File: src/rtl/lease_expiry_table_macros.svh
// Assertion macros for the lease expiry table.
`ifndef LEASE_EXPIRY_TABLE_MACROS_SVH
`define LEASE_EXPIRY_TABLE_MACROS_SVH

`ifndef ASSERT_OFF
`define LXT_ASSERT(lbl, clk, rst, prop) \
  lbl: assert property (@(posedge clk) disable iff (rst) prop) \
    else $error("lease expiry table assertion failed");
`define LXT_ASSERT_ALWAYS(lbl, clk, prop) \
  lbl: assert property (@(posedge clk) prop) \
    else $error("lease expiry table assertion failed");
`else
`define LXT_ASSERT(lbl, clk, rst, prop)
`define LXT_ASSERT_ALWAYS(lbl, clk, prop)
`endif

`endif

File: src/rtl/lxt_pkg.sv
package lxt_pkg;

  localparam int TOKENS   = 64;
  localparam int KEY_BITS = 16;

  localparam int OP_W      = 2;
  localparam int KEY_IN_W  = 16;
  localparam int TIME_W    = 32;
  localparam int LIFE_W    = 31;
  localparam int EXP_W     = 33;
  localparam int COUNT_W   = 7;
  localparam int STATUS_W  = 2;
  localparam int COUNT_MAX = 127;

  localparam int IN_W      = OP_W + KEY_IN_W + TIME_W;
  localparam int IN_DATA_W = ((IN_W + 7) / 8) * 8;
  localparam int OUT_W     = COUNT_W + STATUS_W;
  localparam int OUT_DATA_W = ((OUT_W + 7) / 8) * 8;

  localparam int IDX_W = $clog2(TOKENS);
  localparam int CNT_W = $clog2(TOKENS + 1);
  localparam int RAM_W = KEY_BITS + EXP_W;

  typedef enum logic [OP_W-1:0] {
    OP_GENERATE = 2'd0,
    OP_RENEW    = 2'd1,
    OP_COUNT    = 2'd2,
    OP_SPARE    = 2'd3
  } op_t;

  typedef enum logic [STATUS_W-1:0] {
    ST_DONE    = 2'd0,
    ST_IGNORED = 2'd1,
    ST_FULL    = 2'd2,
    ST_SPARE   = 2'd3
  } status_t;

  typedef enum logic [3:0] {
    S_IDLE   = 4'b0001,
    S_ISSUE  = 4'b0010,
    S_DRAIN  = 4'b0100,
    S_FINISH = 4'b1000
  } state_t;

  typedef struct packed {
    logic load;
    logic issue;
    logic finish;
  } cmd_t;

  typedef struct packed {
    logic issue_last;
    logic out_hold;
  } stat_t;

endpackage

File: src/rtl/lxt_ram.sv
module lxt_ram #(
  parameter int WIDTH = 8,
  parameter int DEPTH = 64
) (
  input  logic                     clk,
  input  logic                     wr_en,
  input  logic [$clog2(DEPTH)-1:0] wr_addr,
  input  logic [WIDTH-1:0]         wr_data,
  input  logic                     rd_en,
  input  logic [$clog2(DEPTH)-1:0] rd_addr,
  output logic [WIDTH-1:0]         rd_data
);

  logic [WIDTH-1:0] mem [DEPTH];

  always_ff @(posedge clk) begin
    if (wr_en) begin
      mem[wr_addr] <= wr_data;
    end
    if (rd_en) begin
      rd_data <= mem[rd_addr];
    end
  end

endmodule

File: src/rtl/lxt_ctrl.sv
`include "lease_expiry_table_macros.svh"

module lxt_ctrl (
  input  logic          clk,
  input  logic          rst,
  input  logic          in_valid,
  output logic          in_ready,
  input  lxt_pkg::stat_t stat,
  output lxt_pkg::cmd_t  cmd
);

  lxt_pkg::state_t state, state_next;

  always_ff @(posedge clk) begin
    if (rst) begin
      state <= lxt_pkg::S_IDLE;
    end else begin
      state <= state_next;
    end
  end

  always_comb begin
    state_next = state;
    in_ready   = 1'b0;
    cmd        = '0;
    case (state)
      lxt_pkg::S_IDLE: begin
        in_ready = 1'b1;
        if (in_valid) begin
          cmd.load   = 1'b1;
          state_next = lxt_pkg::S_ISSUE;
        end
      end
      lxt_pkg::S_ISSUE: begin
        cmd.issue = 1'b1;
        if (stat.issue_last) begin
          state_next = lxt_pkg::S_DRAIN;
        end
      end
      lxt_pkg::S_DRAIN: begin
        state_next = lxt_pkg::S_FINISH;
      end
      lxt_pkg::S_FINISH: begin
        if (!stat.out_hold) begin
          cmd.finish = 1'b1;
          state_next = lxt_pkg::S_IDLE;
        end
      end
      default: begin
        state_next = lxt_pkg::S_IDLE;
      end
    endcase
  end

  `LXT_ASSERT(a_load_starts_scan, clk, rst, cmd.load |=> state == lxt_pkg::S_ISSUE)
  `LXT_ASSERT(a_last_issue_drains, clk, rst,
              cmd.issue && stat.issue_last |=> state == lxt_pkg::S_DRAIN)
  `LXT_ASSERT(a_finish_not_held, clk, rst, cmd.finish |-> !stat.out_hold)

endmodule

File: src/rtl/lxt_dpath.sv
`include "lease_expiry_table_macros.svh"

module lxt_dpath (
  input  logic                            clk,
  input  logic                            rst,
  input  logic                            cfg_we,
  input  logic [lxt_pkg::LIFE_W-1:0]      cfg_data,
  input  logic [lxt_pkg::IN_DATA_W-1:0]   in_data,
  output logic                            out_valid,
  input  logic                            out_ready,
  output logic [lxt_pkg::OUT_DATA_W-1:0]  out_data,
  input  lxt_pkg::cmd_t                   cmd,
  output lxt_pkg::stat_t                  stat
);

  localparam int IDX_W = lxt_pkg::IDX_W;
  localparam int CNT_W = lxt_pkg::CNT_W;
  localparam int KB    = lxt_pkg::KEY_BITS;
  localparam int EXP_W = lxt_pkg::EXP_W;

  logic [lxt_pkg::LIFE_W-1:0]   lifetime;
  logic [lxt_pkg::OP_W-1:0]     op;
  logic [KB-1:0]                key;
  logic [lxt_pkg::TIME_W-1:0]   now;
  logic [EXP_W-1:0]             expiry;
  logic [IDX_W-1:0]             scan_idx;
  logic                         eval_en;
  logic [IDX_W-1:0]             eval_idx;
  logic                         hit_found;
  logic [IDX_W-1:0]             hit_idx;
  logic                         free_found;
  logic [IDX_W-1:0]             free_idx;
  logic [lxt_pkg::TOKENS-1:0]   valid_bits;
  logic [CNT_W-1:0]             live_total;
  logic [CNT_W-1:0]             live_total_next;
  logic [lxt_pkg::COUNT_W-1:0]  out_count;
  logic [lxt_pkg::STATUS_W-1:0] out_status;

  logic [lxt_pkg::KEY_IN_W-1:0] in_key;
  logic [lxt_pkg::TIME_W-1:0]   in_time;
  logic [lxt_pkg::OP_W-1:0]     in_op;
  logic [lxt_pkg::RAM_W-1:0]    rd_data;
  logic [KB-1:0]                ent_key;
  logic [EXP_W-1:0]             ent_exp;
  logic                         ent_valid;
  logic                         retire;
  logic                         ent_live;
  logic                         wr_en;
  logic [IDX_W-1:0]             wr_addr;
  logic                         set_valid;
  logic [lxt_pkg::STATUS_W-1:0] status_next;

  assign in_op   = in_data[lxt_pkg::OP_W-1:0];
  assign in_key  = in_data[lxt_pkg::OP_W +: lxt_pkg::KEY_IN_W];
  assign in_time = in_data[lxt_pkg::OP_W + lxt_pkg::KEY_IN_W +: lxt_pkg::TIME_W];

  assign ent_key   = rd_data[KB-1:0];
  assign ent_exp   = rd_data[KB +: EXP_W];
  assign ent_valid = valid_bits[eval_idx];
  assign retire    = eval_en && ent_valid && (ent_exp <= EXP_W'(now));
  assign ent_live  = ent_valid && !retire;

  assign stat.issue_last = (scan_idx == IDX_W'(lxt_pkg::TOKENS - 1));
  assign stat.out_hold   = out_valid && !out_ready;

  always_comb begin
    wr_en       = 1'b0;
    wr_addr     = hit_idx;
    set_valid   = 1'b0;
    status_next = lxt_pkg::ST_DONE;
    case (op)
      lxt_pkg::OP_GENERATE: begin
        if (hit_found) begin
          wr_en = 1'b1;
        end else if (free_found) begin
          wr_en     = 1'b1;
          wr_addr   = free_idx;
          set_valid = 1'b1;
        end else begin
          status_next = lxt_pkg::ST_FULL;
        end
      end
      lxt_pkg::OP_RENEW: begin
        if (hit_found) begin
          wr_en = 1'b1;
        end else begin
          status_next = lxt_pkg::ST_IGNORED;
        end
      end
      default: begin
        status_next = lxt_pkg::ST_DONE;
      end
    endcase
  end

  always_comb begin
    live_total_next = live_total;
    if (retire) begin
      live_total_next = live_total - CNT_W'(1);
    end else if (cmd.finish && set_valid) begin
      live_total_next = live_total + CNT_W'(1);
    end
  end

  lxt_ram #(
    .WIDTH (lxt_pkg::RAM_W),
    .DEPTH (lxt_pkg::TOKENS)
  ) u_ram (
    .clk     (clk),
    .wr_en   (cmd.finish && wr_en),
    .wr_addr (wr_addr),
    .wr_data ({expiry, key}),
    .rd_en   (cmd.issue),
    .rd_addr (scan_idx),
    .rd_data (rd_data)
  );

  always_ff @(posedge clk) begin
    if (rst) begin
      lifetime   <= lxt_pkg::LIFE_W'(1);
      eval_en    <= 1'b0;
      valid_bits <= '0;
      live_total <= '0;
      out_valid  <= 1'b0;
    end else begin
      if (cfg_we) begin
        lifetime <= cfg_data;
      end
      eval_en    <= cmd.issue;
      live_total <= live_total_next;
      if (retire) begin
        valid_bits[eval_idx] <= 1'b0;
      end
      if (cmd.finish && set_valid) begin
        valid_bits[free_idx] <= 1'b1;
      end
      if (cmd.finish) begin
        out_valid <= 1'b1;
      end else if (out_ready) begin
        out_valid <= 1'b0;
      end
    end
  end

  always_ff @(posedge clk) begin
    eval_idx <= scan_idx;
    if (cmd.load) begin
      op         <= in_op;
      key        <= KB'(in_key);
      now        <= in_time;
      expiry     <= EXP_W'(in_time) + EXP_W'(lifetime);
      scan_idx   <= '0;
      hit_found  <= 1'b0;
      free_found <= 1'b0;
    end else if (cmd.issue) begin
      scan_idx <= scan_idx + IDX_W'(1);
    end
    if (eval_en) begin
      if (ent_live && !hit_found && (ent_key == key)) begin
        hit_found <= 1'b1;
        hit_idx   <= eval_idx;
      end
      if (!ent_live && !free_found) begin
        free_found <= 1'b1;
        free_idx   <= eval_idx;
      end
    end
    if (cmd.finish) begin
      out_status <= status_next;
      if (int'(live_total_next) > lxt_pkg::COUNT_MAX) begin
        out_count <= lxt_pkg::COUNT_W'(lxt_pkg::COUNT_MAX);
      end else begin
        out_count <= lxt_pkg::COUNT_W'(live_total_next);
      end
    end
  end

  assign out_data = lxt_pkg::OUT_DATA_W'({out_status, out_count});

  `LXT_ASSERT(a_live_bounded, clk, rst, int'(live_total) <= lxt_pkg::TOKENS)
  `LXT_ASSERT(a_live_matches_bits, clk, rst,
              int'(live_total) == $countones(valid_bits))
  `LXT_ASSERT(a_retire_only_on_scan, clk, rst, retire |-> !cmd.finish)

endmodule

File: src/rtl/lease_expiry_table.sv
// Lease table of 64 entries (valid bit, 16-bit key, 33-bit expiry). Each input beat
// carries an op (0 generate, 1 renew, 2 count), a key and the current time, and gives
// exactly one output beat with the live lease count (saturating at 127) and a status
// (0 done, 1 renew ignored, 2 table full). Keys and expiries sit in a single memory
// that is scanned one entry per cycle to retire expired leases and find the key and
// the lowest free entry, followed by a drain state for the last read and a finish
// state for the write-back. A new item is accepted once the previous one has
// finished; a finished result waits in the output register without stalling the next
// scan. The lifetime register (reset 1) is written through cfg_we/cfg_data; the user
// must write it only while the block is idle, which the block itself does not enforce.
// Valid bits live in flip-flops, so no clearing pass follows reset.
module lease_expiry_table (
  input  logic                            clk,
  input  logic                            rst,
  input  logic                            cfg_we,
  input  logic [lxt_pkg::LIFE_W-1:0]      cfg_data,      // lease_lifetime
  input  logic                            s_axis_tvalid,
  output logic                            s_axis_tready,
  input  logic [lxt_pkg::IN_DATA_W-1:0]   s_axis_tdata,  // op, token_key, now
  output logic                            m_axis_tvalid,
  input  logic                            m_axis_tready,
  output logic [lxt_pkg::OUT_DATA_W-1:0]  m_axis_tdata   // live_count, status
);

  lxt_pkg::cmd_t  cmd;
  lxt_pkg::stat_t stat;

  lxt_ctrl u_ctrl (
    .clk      (clk),
    .rst      (rst),
    .in_valid (s_axis_tvalid),
    .in_ready (s_axis_tready),
    .stat     (stat),
    .cmd      (cmd)
  );

  lxt_dpath u_dpath (
    .clk       (clk),
    .rst       (rst),
    .cfg_we    (cfg_we),
    .cfg_data  (cfg_data),
    .in_data   (s_axis_tdata),
    .out_valid (m_axis_tvalid),
    .out_ready (m_axis_tready),
    .out_data  (m_axis_tdata),
    .cmd       (cmd),
    .stat      (stat)
  );

endmodule
File: config.mk
export PLATFORM = sky130hd
export DESIGN_NAME = lease_expiry_table
export DESIGN_NICKNAME = d
export VERILOG_FILES = /design/src/rtl/lxt_pkg.sv /design/src/rtl/lxt_ram.sv /design/src/rtl/lxt_ctrl.sv /design/src/rtl/lxt_dpath.sv /design/src/rtl/lease_expiry_table.sv
export VERILOG_INCLUDE_DIRS = /design/src /design/src/rtl
export SDC_FILE = /design/constraint.sdc
export NUM_CORES = 2
export LEC_CHECK = 0
export BUFFER_PORTS_ARGS = -buffer_cell sky130_fd_sc_hd__buf_2
export CORE_AREA = 2 2 666 668
export CTS_BUF_LIST = sky130_fd_sc_hd__clkbuf_2 sky130_fd_sc_hd__clkbuf_4 sky130_fd_sc_hd__clkbuf_8
export CTS_CLUSTER_DIAMETER = 50
export DETAILED_ROUTE_END_ITERATION = 10
export DIE_AREA = 0 0 668 670
export GPL_TIMING_DRIVEN = 0
export PLACE_DENSITY = 0.49
export RECOVER_POWER = 100
export SYNTH_ARGS = -nofsm -noshare
export SYNTH_HDL_FRONTEND = slang
export SYNTH_SLANG_ARGS = --single-unit
File: constraint.sdc
create_clock -name clk -period 14.2 [get_ports clk]
set_clock_uncertainty 0.15 [all_clocks]
set_input_delay 2.13 -clock clk [delete_from_list [all_inputs] [get_ports clk]]
set_output_delay 2.13 -clock clk [all_outputs]
set_load 0.05 [all_outputs]
==> metrics.cfg <==
[status]
status=finished with violations
violations=max-capacitance violations, max-slew violations

[clock_tree]
cts.sinks=3411
clock_latency_ns=1.18
htreeDepth=6
cts.clk_slew.worst_paths_ns=0.06
clockBufferDepth=4
post_cts_buffers=0
cts-root-buf=clkbuf_8
tritoncts=done
cts_hold_buf=0
cts_resized=0
numCtsBuffers=587

[finish]
syn_to_final_growth_pct=15.44
drive_above_1_share_pct=29.85
nets=6777
fill_cells=41352
stdcell_area_um2=152000

[global_routing]
grt_pass1_wl_um=535400
grt_start_max_net_pins=53
grt.total_usage_pct=17.06
antenna_found_initial=33
grt.overflow.total=0
grt_pass1_vias=67440

[worst_setup_path]
critPathRequiredTime_ns=14.36
end_kind=flop
path_max_fanout=52
arrival_ns=7.45
criticalPathCategory=input port to flop
worst_setup_path_start_kind=input port

[timing]
finalMaxSlewViolations=3754
fmax_mhz=137.2
worst_slew_pin_slew_ns=3.736
hold_ws_ns=0.2139
finalSetupViolCount=0
finalCriticalPeriod_ns=7.288
hold_viol=0
setup_tns_ns=0
grt_setup_unrepaired=false
maxSlewHeadroom_pct=-149.1
fin_crit_sh_pct=51.32

[floorplanning]
die_h_um=670
dieWidth_um=668
die_area_um2=447600
ios=110
fp.coreArea_um2=440200
initial_core_util_pct=29.90
std_cell_rows=244

[synthesis]
synthTopCellsByCount=edfxtp_1 (3289), mux4_2 (1037), clkbuf_1 (157), nor2_1 (150), nand2_1 (140)
async_flop_share_pct=0
yosysWarnings=0
synth_top_flop_cell=edfxtp_1
synthCells=5675
seq_area_frac_synth_pct=76.88
yosysTopAreaCellShare_pct=75.02
synth.most_common_cell=edfxtp_1
syn_area_per_cell_um2=23.20
ys_types=70
synth_edf_count=3289
synth_seq_cells=3411
yosysTopAreaCell=edfxtp_1
ys_top_cells_by_area=edfxtp_1 (75%), mux4_2 (18%), dfxtp_1 (1.9%), ha_1 (0.63%), clkbuf_1 (0.45%)
syn_area_um2=131600

[placement]
dpl_cell_area_um2=145500
hpwlAfterDp_um=269500
port_buffers=95
gp_congestion=0.7671

[routing]
drt-initial-drc-count=7250
dr.pass1.iters=9
vias=65025
avgRoutedWirePerCell_um=29.99
via_per_inst=5.013
route.detailed.drc=0
drtAntennaViolNets=0
drt_wl_total_um=389000

[run]
maxCapViolCount=198

[power]
leakage_uw=0.04546
power_uw=20950
ir_worst_vdd_uv=87.45
powerDensity_nw_per_um2=137.8

[hold_path]
hp-class=flop to flop

state kept, by name (all words and copies together), names as in the netlist, 7 cells and up:
register	cells
u_dpath.valid_bits	64
u_dpath.now	32
u_dpath.out_count	7
u_dpath.u_ram.mem	3136
u_dpath.u_ram.rd_data	49
u_dpath.expiry	33
u_dpath.lifetime	31
u_dpath.live_total	7
u_dpath.key	16
worst paths after layout:
kind,from,end,slack [ns],cells after the start
max,s_axis_tvalid,u_dpath.now[15]$_DFFE_PP_,6.91,4
min,u_dpath.scan_idx[5]$_SDFFE_PP0P_,u_dpath.eval_idx[5]$_DFF_P_,0.21,0
max reg2reg,u_dpath.u_ram.rd_data[32]$_DFFE_PP_,u_dpath.hit_idx[0]$_DFFE_PP_,7.29,8
min reg2reg,u_dpath.scan_idx[5]$_SDFFE_PP0P_,u_dpath.eval_idx[5]$_DFF_P_,0.21,0
critical path, cell delays in order:
cell and delay, ns:
buf_2 0.10, nand2_1 0.23, clkinvlp_2 2.80, clkbuf_1 1.97
where the power goes:
part	internal (uW)	switching (uW)	total [uW]
sequential	11200	81.7	11300
combinational	328	585	913
clock	4670	4070	8730
metrics by stage:
step / cells / worst slack, ns / utilization, %
2_1_floorplan: 5681 / 8.426 / -
3_3_place_gp: 11680 / 2.740 / 31.69
3_5_place_dp: 11929 / 7.699 / 33.06
4_1_cts: 12958 / 8.457 / 35.64
5_1_grt: 12963 / 6.575 / 34.52
6_report: 12972 / 6.912 / 34.52
cell usage in the layout, fill, tap and decap left out, types with 20 or more instances in the layout:
cell type,n
a21o_1,20
a21oi_1,111
buf_1,40
buf_2,103
clkbuf_1,439
clkbuf_4,182
clkbuf_8,605
clkinv_1,132
clkinv_2,39
dfxtp_1,122
edfxtp_1,3289
ha_1,66
inv_1,59
inv_8,20
mux2i_1,39
mux4_2,1037
nand2_1,140
nand3_1,25
nor2_1,150
o21ai_0,59
o31ai_1,41
xnor2_1,29
xor2_1,22
layer usage:
layer,track usage (%),wire [um],vias to the layer above
met1,23.20,163400,35736
met3,2.693,24670,577
li1,-,-,26225
met4,4.409,10450,4
met5,0,21,-
met2,28.52,190400,2483
area by class of cell:
cell class                 instances  area, um^2  share of cell area [%]
antenna                           10       25.02                 0.01647
buffer                           278        1194                  0.7854
clock buffer                     787        9693                   6.378
clock inverter                   242        1649                   1.085
inverter                          61       230.2                  0.1515
multi-input combinational       1931       29010                   19.09
sequential                      3411      101200                   66.60
tap                             5904        7387                   4.861
timing repair buffer             348        1579                   1.039
logic make-up (layout without fill, tap and decap cells):
family / count (synthesis) / count (layout) / synth area share (%)
buffers and inverters: 339 / 1716 / 1.098
adder cells (fa/ha/maj): 67 / 67 / 0.6425
other: 1 / 17 / 0.002849
AO/OA/AOI/OAI: 295 / 295 / 1.412
flip-flops: 3411 / 3411 / 76.88
XOR/XNOR: 51 / 51 / 0.3393
multiplexers: 1086 / 1086 / 18.16
AND/OR/NAND/NOR: 425 / 425 / 1.462
Power figures use the tool's default switching activity.
